===== src/hdl/tphc_pkg.sv =====
// Shared types, constants and the stepper phase table for the printer head controller.
package tphc_pkg;

  localparam int unsigned MEDIA_WIDTH_BITS  = 12;
  localparam logic [MEDIA_WIDTH_BITS-1:0] MEDIA_WIDTH_RESET = 12'd800;
  localparam int unsigned COORD_BITS        = 16;
  localparam int unsigned DOT_BITS          = 7;
  localparam int unsigned WORD_BITS         = 16;
  localparam int unsigned READ_MODE_BIT     = 8;
  localparam int unsigned TOP_SHIFT_BIT     = 15;
  localparam int unsigned DOT_LSB           = 9;

  localparam logic [1:0] ACT_STATUS_READ = 2'd0;
  localparam logic [1:0] ACT_CTRL_WRITE  = 2'd1;
  localparam logic [1:0] ACT_PAPER_RESET = 2'd2;
  localparam logic [1:0] ACT_UNUSED      = 2'd3;

  localparam logic KIND_STATUS = 1'b0;
  localparam logic KIND_COLUMN = 1'b1;

  typedef struct packed {
    logic [1:0] action;
    logic [7:0] write_value;
  } item_t;

  typedef struct packed {
    logic                         kind;
    logic [2:0]                   status;
    logic signed [COORD_BITS-1:0] column_x;
    logic signed [COORD_BITS-1:0] row_y;
    logic [DOT_BITS-1:0]          dot_pattern;
    logic                         last;
  } result_t;

  typedef struct packed {
    logic       known;
    logic [2:0] phase;
  } phase_t;

  // Control handed from the item stage to the result queue
  typedef struct packed {
    logic       load;
    logic [1:0] count;
  } queue_ctrl_t;

  // Phase of a four-coil drive pattern; patterns that mean nothing are not known
  function automatic phase_t phase_of(input logic [3:0] pattern);
    phase_t p;
    p.known = 1'b1;
    p.phase = 3'd0;
    case (pattern)
      4'h1: p.phase = 3'd0;
      4'h2: p.phase = 3'd2;
      4'h3: p.phase = 3'd1;
      4'h4: p.phase = 3'd4;
      4'h6: p.phase = 3'd3;
      4'h7: p.phase = 3'd2;
      4'h8: p.phase = 3'd6;
      4'h9: p.phase = 3'd7;
      4'hb: p.phase = 3'd0;
      4'hc: p.phase = 3'd5;
      4'hd: p.phase = 3'd6;
      4'he: p.phase = 3'd4;
      default: p.known = 1'b0;
    endcase
    return p;
  endfunction

endpackage


===== src/hdl/tphc_stepper.sv =====
// Half-step stepper decode with saturating position update.
module tphc_stepper #(
  parameter int unsigned POSITION_BITS = 16
) (
  input  logic signed [POSITION_BITS-1:0] pos,
  input  logic [3:0]                      pattern,
  output logic signed [POSITION_BITS-1:0] pos_next
);

  tphc_pkg::phase_t               ph;
  logic [2:0]                     cur;
  logic [2:0]                     nxt;
  logic [2:0]                     diff;
  logic signed [POSITION_BITS:0]  pos_w;
  logic signed [POSITION_BITS:0]  delta_w;
  logic signed [POSITION_BITS:0]  sum;

  always_comb begin
    ph      = tphc_pkg::phase_of(pattern);
    cur     = 3'd0 - pos[2:0];
    nxt     = ph.known ? ph.phase : cur;
    // signed three-bit distance, -4..+3
    diff    = nxt - cur;
    pos_w   = {pos[POSITION_BITS-1], pos};
    delta_w = {{(POSITION_BITS-2){diff[2]}}, diff};
    sum     = pos_w - delta_w;
    if (sum[POSITION_BITS] != sum[POSITION_BITS-1]) begin
      pos_next = sum[POSITION_BITS] ? {1'b1, {(POSITION_BITS-1){1'b0}}}
                                    : {1'b0, {(POSITION_BITS-1){1'b1}}};
    end else begin
      pos_next = sum[POSITION_BITS-1:0];
    end
  end

endmodule


===== src/hdl/tphc_result_queue.sv =====
// Two-entry result queue; takes all results of one item at once.
module tphc_result_queue (
  input  logic                  clk,
  input  logic                  rst,
  input  tphc_pkg::queue_ctrl_t ctrl,
  input  tphc_pkg::result_t     first,
  input  tphc_pkg::result_t     second,
  output logic                  can_load,
  output logic                  result_valid,
  input  logic                  result_ready,
  output tphc_pkg::result_t     result
);

  tphc_pkg::result_t entry [2];
  logic [1:0]        count;
  logic              pop;

  assign result_valid = (count != 2'd0);
  assign result       = entry[0];
  assign pop          = result_valid && result_ready;
  // a load always lands in an empty queue, possibly emptied this cycle
  assign can_load     = (count == 2'd0) || ((count == 2'd1) && result_ready);

  always_ff @(posedge clk) begin
    if (rst) begin
      count <= 2'd0;
    end else if (ctrl.load) begin
      count <= ctrl.count;
    end else if (pop) begin
      count <= count - 2'd1;
    end
  end

  always_ff @(posedge clk) begin
    if (ctrl.load) begin
      entry[0] <= first;
      entry[1] <= second;
    end else if (pop) begin
      entry[0] <= entry[1];
    end
  end

endmodule


===== src/hdl/thermal_printer_head_controller.sv =====
// Top level of the printer head controller: item stage, head state and result queue.
//
//   channel  | handshake                  | payload
//   ---------+----------------------------+-------------------------------------
//   item     | item_valid / item_ready    | item   (action, write_value)
//   result   | result_valid / result_ready| result (kind, status, column_x, ...)
//   cfg      | cfg_valid / cfg_ready      | cfg_data (paper width, 12 bits)
//
// An accepted item sits in the item register until the queue can take it; the head state and
// its results are settled from that register and the results move into a two-entry queue.
// Items with at most one result stream at one per cycle while result_ready holds; a write that
// prints two columns holds the next item until the single result port has taken one of them.
// Synchronous reset clears the head state and the queue and sets the paper
// width to 800. A stalled result side fills the queue and then holds the item
// stage, which in turn drops item_ready; cfg writes are always taken.
module thermal_printer_head_controller #(
  parameter int unsigned POSITION_BITS = 16
) (
  input  logic                clk,
  input  logic                rst,
  input  logic                item_valid,
  output logic                item_ready,
  input  tphc_pkg::item_t     item,
  output logic                result_valid,
  input  logic                result_ready,
  output tphc_pkg::result_t   result,
  input  logic                cfg_valid,
  output logic                cfg_ready,
  input  logic [tphc_pkg::MEDIA_WIDTH_BITS-1:0] cfg_data
);

  // Item stage
  logic            stage_valid;
  tphc_pkg::item_t stage_item;
  logic            advance;
  logic            can_load;

  // Head state
  logic [tphc_pkg::MEDIA_WIDTH_BITS-1:0] media_width;
  logic                                  data_bit, data_bit_next;
  logic                                  shift_lvl, store_lvl;
  logic [tphc_pkg::WORD_BITS-1:0]        shift_word, shift_word_next;
  logic [tphc_pkg::WORD_BITS-1:0]        latch_word, latch_word_next;
  logic signed [POSITION_BITS-1:0]       head_pos, head_pos_next;
  logic signed [POSITION_BITS-1:0]       paper_pos, paper_pos_next;

  // Work of one control write
  logic                            wr_data, wr_shift, wr_store;
  logic                            read_mode;
  logic [tphc_pkg::WORD_BITS-1:0]  sw_shifted;
  logic [tphc_pkg::WORD_BITS-1:0]  latch_stored;
  logic                            d_shifted, d_stored;
  logic                            store_print, clear_print;
  logic signed [POSITION_BITS-1:0] head_stepped, paper_stepped;
  logic signed [POSITION_BITS-1:0] head_moved, paper_moved;
  logic                            on_paper;

  tphc_pkg::queue_ctrl_t qctrl;
  tphc_pkg::result_t     res_first, res_second, res_column, res_blank;

  assign cfg_ready  = 1'b1;
  assign advance    = stage_valid && can_load;
  assign item_ready = !stage_valid || advance;

  always_ff @(posedge clk) begin
    if (rst) begin
      stage_valid <= 1'b0;
    end else if (item_ready) begin
      stage_valid <= item_valid;
    end
  end

  always_ff @(posedge clk) begin
    if (item_valid && item_ready) begin
      stage_item <= item;
    end
  end

  always_ff @(posedge clk) begin
    if (rst) begin
      media_width <= tphc_pkg::MEDIA_WIDTH_RESET;
    end else if (cfg_valid && cfg_ready) begin
      media_width <= cfg_data;
    end
  end

  // Steppers see the freshly stored latch; a clear drives pattern zero and never moves
  tphc_stepper #(.POSITION_BITS(POSITION_BITS)) u_head_step (
    .pos      (head_pos),
    .pattern  (latch_stored[3:0]),
    .pos_next (head_stepped)
  );

  tphc_stepper #(.POSITION_BITS(POSITION_BITS)) u_paper_step (
    .pos      (paper_pos),
    .pattern  (latch_stored[7:4]),
    .pos_next (paper_stepped)
  );

  always_comb begin
    wr_data   = stage_item.write_value[0];
    wr_shift  = stage_item.write_value[1];
    wr_store  = stage_item.write_value[2];
    read_mode = latch_word[tphc_pkg::READ_MODE_BIT];

    // Rising shift clock: shift left, take in the data bit or show the top bit
    sw_shifted = shift_word;
    d_shifted  = wr_data;
    if (!shift_lvl && wr_shift) begin
      sw_shifted = {shift_word[tphc_pkg::WORD_BITS-2:0], 1'b0};
      if (read_mode) begin
        d_shifted = sw_shifted[tphc_pkg::TOP_SHIFT_BIT];
      end else begin
        sw_shifted[0] = wr_data;
      end
    end

    // Rising store clock outside read-back: copy the shift register into the latch
    store_print  = !store_lvl && wr_store && !read_mode;
    latch_stored = latch_word;
    d_stored     = d_shifted;
    if (store_print) begin
      latch_stored = sw_shifted;
      if (sw_shifted[tphc_pkg::READ_MODE_BIT]) begin
        d_stored = sw_shifted[tphc_pkg::TOP_SHIFT_BIT];
      end
    end

    // Store clock high in read-back: reload the shift register from the latch
    shift_word_next = sw_shifted;
    data_bit_next   = d_stored;
    if (wr_store && latch_stored[tphc_pkg::READ_MODE_BIT]) begin
      shift_word_next = latch_stored;
      data_bit_next   = latch_stored[tphc_pkg::TOP_SHIFT_BIT];
    end

    // Both clocks high: clear the latch
    clear_print     = wr_shift && wr_store;
    latch_word_next = clear_print ? '0 : latch_stored;

    head_moved  = store_print ? head_stepped  : head_pos;
    paper_moved = store_print ? paper_stepped : paper_pos;

    on_paper = !paper_moved[POSITION_BITS-1] && !head_moved[POSITION_BITS-1]
               && ($unsigned(head_moved) < POSITION_BITS'(media_width));
  end

  // Position register updates
  always_comb begin
    head_pos_next  = head_pos;
    paper_pos_next = paper_pos;
    case (stage_item.action)
      tphc_pkg::ACT_CTRL_WRITE: begin
        head_pos_next  = head_moved;
        paper_pos_next = paper_moved;
      end
      tphc_pkg::ACT_PAPER_RESET: begin
        paper_pos_next = '0;
      end
      default: begin
      end
    endcase
  end

  always_ff @(posedge clk) begin
    if (rst) begin
      data_bit   <= 1'b0;
      shift_lvl  <= 1'b0;
      store_lvl  <= 1'b0;
      shift_word <= '0;
      latch_word <= '0;
      head_pos   <= '0;
      paper_pos  <= '0;
    end else if (advance) begin
      if (stage_item.action == tphc_pkg::ACT_CTRL_WRITE) begin
        data_bit   <= data_bit_next;
        shift_lvl  <= wr_shift;
        store_lvl  <= wr_store;
        shift_word <= shift_word_next;
        latch_word <= latch_word_next;
      end
      head_pos  <= head_pos_next;
      paper_pos <= paper_pos_next;
    end
  end

  // Build the results of the item in the stage
  always_comb begin
    res_column.kind        = tphc_pkg::KIND_COLUMN;
    res_column.status      = 3'd0;
    res_column.column_x    = tphc_pkg::COORD_BITS'(head_moved);
    res_column.row_y       = tphc_pkg::COORD_BITS'(paper_moved);
    res_column.dot_pattern = latch_stored[tphc_pkg::DOT_LSB +: tphc_pkg::DOT_BITS];
    res_column.last        = 1'b0;
    res_blank              = res_column;
    res_blank.dot_pattern  = '0;

    qctrl.load  = advance;
    qctrl.count = 2'd0;
    res_first   = res_column;
    res_second  = res_blank;
    res_second.last = 1'b1;

    case (stage_item.action)
      tphc_pkg::ACT_STATUS_READ: begin
        qctrl.count           = 2'd1;
        res_first.kind        = tphc_pkg::KIND_STATUS;
        res_first.status      = {head_pos[POSITION_BITS-1], shift_lvl, data_bit};
        res_first.column_x    = '0;
        res_first.row_y       = '0;
        res_first.dot_pattern = '0;
        res_first.last        = 1'b1;
      end
      tphc_pkg::ACT_CTRL_WRITE: begin
        if (on_paper) begin
          if (store_print && clear_print) begin
            qctrl.count = 2'd2;
          end else if (store_print) begin
            qctrl.count    = 2'd1;
            res_first.last = 1'b1;
          end else if (clear_print) begin
            qctrl.count = 2'd1;
            res_first   = res_blank;
            res_first.last = 1'b1;
          end
        end
      end
      default: begin
      end
    endcase
  end

  tphc_result_queue u_queue (
    .clk          (clk),
    .rst          (rst),
    .ctrl         (qctrl),
    .first        (res_first),
    .second       (res_second),
    .can_load     (can_load),
    .result_valid (result_valid),
    .result_ready (result_ready),
    .result       (result)
  );

endmodule


===== config.mk =====
export PLATFORM = sky130hd
export DESIGN_NAME = thermal_printer_head_controller
export DESIGN_NICKNAME = d
export VERILOG_FILES = /design/src/hdl/tphc_pkg.sv /design/src/hdl/tphc_stepper.sv /design/src/hdl/tphc_result_queue.sv /design/src/hdl/thermal_printer_head_controller.sv
export SDC_FILE = /design/constraint.sdc
export NUM_CORES = 1
export LEC_CHECK = 0
export CORE_ASPECT_RATIO = 1.4
export CORE_MARGIN = 8
export CORE_UTILIZATION = 35
export DETAILED_ROUTE_END_ITERATION = 10
export DONT_BUFFER_PORTS = 1
export PLACE_DENSITY_LB_ADDON = 0.08
export SYNTH_ARGS = -nofsm -noshare
export SYNTH_HDL_FRONTEND = slang
export SYNTH_SLANG_ARGS = --single-unit

===== constraint.sdc =====
create_clock -name clk -period 12.5 [get_ports clk]
set_clock_uncertainty 0.05 [all_clocks]
set_input_delay 1.25 -clock clk [delete_from_list [all_inputs] [get_ports clk]]
set_output_delay 1.25 -clock clk [all_outputs]
set_load 0.01 [all_outputs]

# --- Yosys cells after proc, flatten, opt, wreduce, memory -nomap -nowiden ---
# Memories as Yosys holds them, arrays and structs flattened.
# Cells that the tools add are included.
classes:
  add_sub_neg: 7
  n_lt_le_gt_ge: 1
  n_eq_ne: 29
  muxes: 42
  bitwise: 1
  reduce_logical: 35
ops:
  columns: ["cell", "count"]
  rows:
  - ["$mux 16", 10]
  - ["$pmux 44 s2", 1]
  - ["$eq 4x4->1 const B", 12]
  - ["$mux 44", 1]
  - ["$pmux 3 s7", 2]
  - ["$sub 16x3->17", 2]
  - ["$pmux 16 s2", 1]
  - ["$eq 4x3->1 const B", 6]
  - ["$mux 8", 3]
  - ["$reduce_or 12->1", 2]
  - ["$eq 4x2->1 const B", 4]
  - ["$lt 16x12->1", 1]
  - ["$mux 1", 16]
  - ["$logic_and 1x1->1", 12]
  - ["$reduce_or 2->1", 6]
  - ["$eq 4x1->1 const B", 2]
  - ["$mux 2", 4]
  - ["$mux 7", 1]
  - ["$logic_not 1->1", 6]
  - ["$mux 3", 2]
  - ["$reduce_bool 2->1", 3]
  - ["$sub 1x3->3 const A", 2]
  - ["$sub 3x3->3", 2]
  - ["$eq 2x1->1 const B", 2]
  - ["8 further kinds", 12]
totals:
  register_bits: 87
  ramBits: 88
  input_bits: 27
  out_inout_bits: 47
  elab_cells: 128
  n_memories: 1
mem_list:
  columns: ["memory", "words", "word_bits", "read_ports", "rd_clocked_by_memory_dff", "wr", "line_no", "source"]
  rows:
  - ["u_queue.entry", 2, 44, 2, 0, 2, "tphc_result_queue.sv:14", "tphc_pkg::result_t entry [2];"]

# --- Longest topological paths before layout ---
depth:
  depth_word: 19
  mapped_depth: 35
  mapped_depth_nobuf: 31

# --- Cells and area by module ---
# A second synthesis with hierarchy kept.
unflattened:
  cells_unflattened: 1009
  hier_area_um2: 10138.5
modules_own_cells:
  columns: ["mod", "instances", "cells_each", "area_per_inst_um2", "seq_area_each_um2"]
  rows:
  - ["thermal_printer_head_controller", 1, 585, 4589.4, 1751.7]
  - ["tphc_result_queue", 1, 156, 3505.9, 2682.6]
  - ["tphc_stepper (u_paper_step)", 1, 139, 1039.7, 0.0]
  - ["tphc_stepper (u_head_step)", 1, 129, 1003.5, 0.0]

# --- Least setup slack after synthesis ---
# OpenSTA, ideal clock, no wires.
synth_timing:
  path_kind: "flip-flop to flip-flop"
  from: "reg stage_item[1] (netlist bit)"
  to: "mem u_queue.entry[0][1] (netlist bit), data pin"
  setup_ps: 257
  t_arrival_ps: 7363
  required_time_ps: 12193
  slack_ps: 4830
  path_stages_with_launch: 34
  n_path_buf: 6
  synth_period_minus_slack_ps: 7670
  path_cell_list: "edfxtp_1 -> nand2b_1 -> buf_2 -> mux2i_1 -> xor2_1 -> o22ai_1 -> a21o_1 -> inv_1 -> nand2_1 -> fa_1 -> and2_1 -> o221a_1 -> nor4_4 -> and2_4 -> buf_8 -> inv_4 -> buf_6 -> clkbuf_1 -> ha_1 -> clkbuf_1 -> a41oi_1 -> mux2_2 -> a211o_1 -> and3_1 -> buf_2 -> o31a_1 -> o221a_2 -> ha_1 -> a21o_1 -> a21o_1 -> a2111oi_0 -> and4_4 -> nand4_4 -> a32o_1"
synth_rtl:
  columns: ["item", "line_no", "source"]
  rows:
  - ["from (decl)", "thermal_printer_head_controller.sv:34", "tphc_pkg::item_t stage_item;"]
  - ["from (signal assigned)", "thermal_printer_head_controller.sv:75", "stage_item <= item;"]
  - ["to (decl)", "tphc_result_queue.sv:14", null]

==> impl_results.md <==
- Initial antenna violation count: 0
- Final #Nets: 1129
- Io pins: 74
- First-pass GRT wire length: 45800 µm
- FFs w/ async S/R, synth: 0
- Fin crit share: 0.737
- Syn Nets: 1159
- Vias per inst: 5.54
- Mapped cell area: 9620 µm²
- Core area: 27400 µm²
- Global-route usage over all layers: 0.179
- DP Wirelength: 20300 µm
- Cell count after synthesis: 1090
- Period minus WS final: 9.21 ns
- Max FO, Critical Path: 48
- Rows: 72
- Critical Path AT: 9.35 ns
- Commonest non-fill, non-tap cells in the layout: 140 x nand2_1, 122 x nor2_1, 82 x dfxtp_1, 81 x edfxtp_1, 74 x a21oi_1
- Cell Pwr Density: 189 nW/µm²
- Final ANT Viol Nets: 0
- Clk slew on worst S/H paths: 0.07 ns
- CTS tree: yes
- Unrepaired setup endpoints after global routing: no
- Max clock buf depth: 2
- DRC viols: 0
- Vias in the first global route: 7988
- Most common cell after layout, fill and taps aside: nand2_1
- Largest net degree at the start of global routing: 67
- Final setup vio count: 0
- Clk root buf: clkbuf_16
- Worst-Margin Slew: 0.971 ns
- Initial core utilization: 0.351
- Final hold violations: 0
- DR vias: 8001
- Routed len/inst: 20.2 µm
- Status: completed
- Max transition margin: 0.348
- Die Y-Extent: 212 µm
- Ant diodes: 0
- Maximum VDD drop: 99.5 µV
- Post-route setup slack: 3.29 ns
- Inserted Clock Buffers: 17
- Initial DRC Count: 449
- Maxcap violations: 0
- Worst-skew pair later-pin latency: 0.44 ns
- Design Power: 1.99 mW
- Post-cts repair resize count: 0
- Post-synthesis to final-layout area growth: 9.57%
- #FFs+latches synth: 163
- Port Buffers: 0
- Seq/Total Area, Yosys: 0.423
- Filler Cell Count: 2878
- Die X: 156 µm
- Total Wirelength: 29100 µm
- EDFF count, synth: 81
- Clk sinks: 163
- CP startpoint kind: flop
- Hold Buf Count CTS: 0
- Setup TNS: 0 ns
- H-tree levels: 4
- Max frequency: 0.109 GHz
- Crit end category: flop
- # Post-CTS Setup Buffers: 0
- Remaining Overflow, GRT: 0
- Ys flop type: dfxtp_1
- Pre-CTS WS: 3.23 ns
- DIE AREA: 33100 µm²
- Max-slew violation count: 0
- Hold WC Path Type: reg -> reg
- Synth unique cells: 85
- Mapped Avg Cell Area: 8.83 µm²
- Routability cong.: 0.834
- Synthesis Warnings: 0
- Leakage power: 3.93 nW
- Layout cells sized above 1: 0.0736
- Drt pass-1 iters: 5
- CP Class: reg -> reg
- Req. time, crit path: 12.64 ns
-- sequential cells by signal (all words and copies together), names as in the netlist --
name / flops
u_queue.entry: 76
latch_word: 16
u_queue.count: 2
paper_pos: 16
media_width: 12
stage_valid: 1
store_lvl: 1
data_bit: 1
head_pos: 16
shift_lvl: 1
shift_word: 16
stage_item: 5
-- per-stage QoR --
stage | std cells | hold slack, ns | area [µm²] | utilization
2_1_floorplan | 1090 | 0.386 | 9620 | -
3_3_place_gp | 1411 | 0.393 | 9930 | 0.363
3_5_place_dp | 1411 | 0.396 | 9930 | 0.363
4_1_cts | 1443 | 0.406 | 10500 | 0.385
5_1_grt | 1443 | 0.435 | 10500 | 0.385
6_report | 1443 | 0.414 | 10500 | 0.385
-- where the power goes --
group	internal [mW]	switching, mW	total [mW]
registers	0.670	0.0567	0.726
logic	0.256	0.462	0.718
clock network	0.288	0.259	0.547
-- per-layer routing --
layer  track usage  part of all wire
met4        0.0618             0.021
met2         0.323              0.52
met5             0                 0
met3        0.0271             0.031
met1         0.211              0.43
-- logic make-up (layout without fill, tap and decap cells) --
| logic type | count (synthesis) | after routing | share of synthesized area |
|---|---|---|---|
| XOR/XNOR | 25 | 25 | 0.0228 |
| AND/OR/NAND/NOR | 397 | 397 | 0.190 |
| adder cells (fa/ha/maj) | 45 | 45 | 0.0609 |
| AO/OA/AOI/OAI | 326 | 326 | 0.232 |
| buffers and inverters | 113 | 96 | 0.0486 |
| flip-flops | 163 | 163 | 0.423 |
| other | 1 | 1 | 0.000390 |
| multiplexers | 20 | 20 | 0.0215 |
-- final cells by class --
type / instances / area, µm² / share of cell area
multi-input cells: 814 / 5100 / 0.484
clock buffers: 17 / 425 / 0.0403
repair buffers: 14 / 105 / 0.00997
inverters: 50 / 190 / 0.0180
flip-flops and latches: 163 / 4070 / 0.386
clock inverters: 15 / 185 / 0.0176
well taps: 370 / 463 / 0.0439
-- final timing paths --
| check | from | to | slack [ns] | cells past startpoint |
|---|---|---|---|---|
| min reg2reg | store_lvl$_SDFFE_PP0P_ | store_lvl$_SDFFE_PP0P_ | 0.41 | 2 |
| max reg2reg | stage_item[2]$_DFFE_PP_ | u_queue.entry[0][4]$_SDFFCE_PP0P_ | 3.29 | 26 |
| max | stage_item[2]$_DFFE_PP_ | u_queue.entry[0][4]$_SDFFCE_PP0P_ | 3.29 | 26 |
| min | store_lvl$_SDFFE_PP0P_ | store_lvl$_SDFFE_PP0P_ | 0.41 | 2 |
-- Yosys cell counts, types with 4 or more instances --
| master | count | area share |
|---|---|---|
| o21ai_0 | 54 | 0.028 |
| o21a_1 | 16 | 0.012 |
| a22o_1 | 17 | 0.015 |
| nor3_1 | 40 | 0.021 |
| o22ai_1 | 8 | 0.0052 |
| mux2i_1 | 18 | 0.019 |
| clkbuf_1 | 47 | 0.018 |
| fa_1 | 4 | 0.0083 |
| nor2_1 | 122 | 0.048 |
| a22oi_1 | 21 | 0.016 |
| nand2_1 | 140 | 0.055 |
| ha_1 | 38 | 0.049 |
| buf_1 | 8 | 0.0031 |
| o211ai_1 | 11 | 0.0086 |
| a32o_1 | 8 | 0.0083 |
| dfxtp_1 | 82 | 0.17 |
| a31oi_1 | 17 | 0.011 |
| nand4_1 | 10 | 0.0065 |
| and3_1 | 7 | 0.0046 |
| nand2b_1 | 12 | 0.0078 |
| nor2b_1 | 4 | 0.0026 |
| or3_1 | 5 | 0.0033 |
| a211oi_1 | 14 | 0.011 |
| a221oi_1 | 4 | 0.0036 |
| xnor2_1 | 13 | 0.012 |
| and2_1 | 12 | 0.0078 |
| nand3_1 | 16 | 0.0083 |
| edfxtp_1 | 81 | 0.25 |
| o221ai_1 | 4 | 0.0036 |
| o31ai_1 | 11 | 0.0086 |
| a21oi_1 | 74 | 0.038 |
| a21o_1 | 14 | 0.011 |
| o21ai_1 | 8 | 0.0042 |
| nor4_1 | 6 | 0.0039 |
| xor2_1 | 12 | 0.011 |
| o2111ai_1 | 4 | 0.0036 |
| inv_1 | 47 | 0.018 |
-- critical path, stage by stage (launching register included) --
cell,delay (ns)
edfxtp_1,0.59
or3b_4,0.50
buf_4,0.33
o21ai_1,0.63
a311oi_1,0.26
fa_1,0.52
and2_1,0.17
o221a_1,0.14
nor4_4,0.49
and2_4,0.35
inv_4,0.15
ha_1,0.59
nand3_1,0.16
o31ai_1,0.25
nand3_1,0.20
a32oi_4,0.38
nand3_1,0.32
o221ai_1,0.49
ha_1,0.34
a21o_1,0.16
a21o_1,0.17
a21oi_1,0.14
nor2_1,0.06
a2111oi_0,0.57
and4_4,0.36
nand4_4,0.21
a32o_1,0.35
Power figures use the tool's default switching activity.
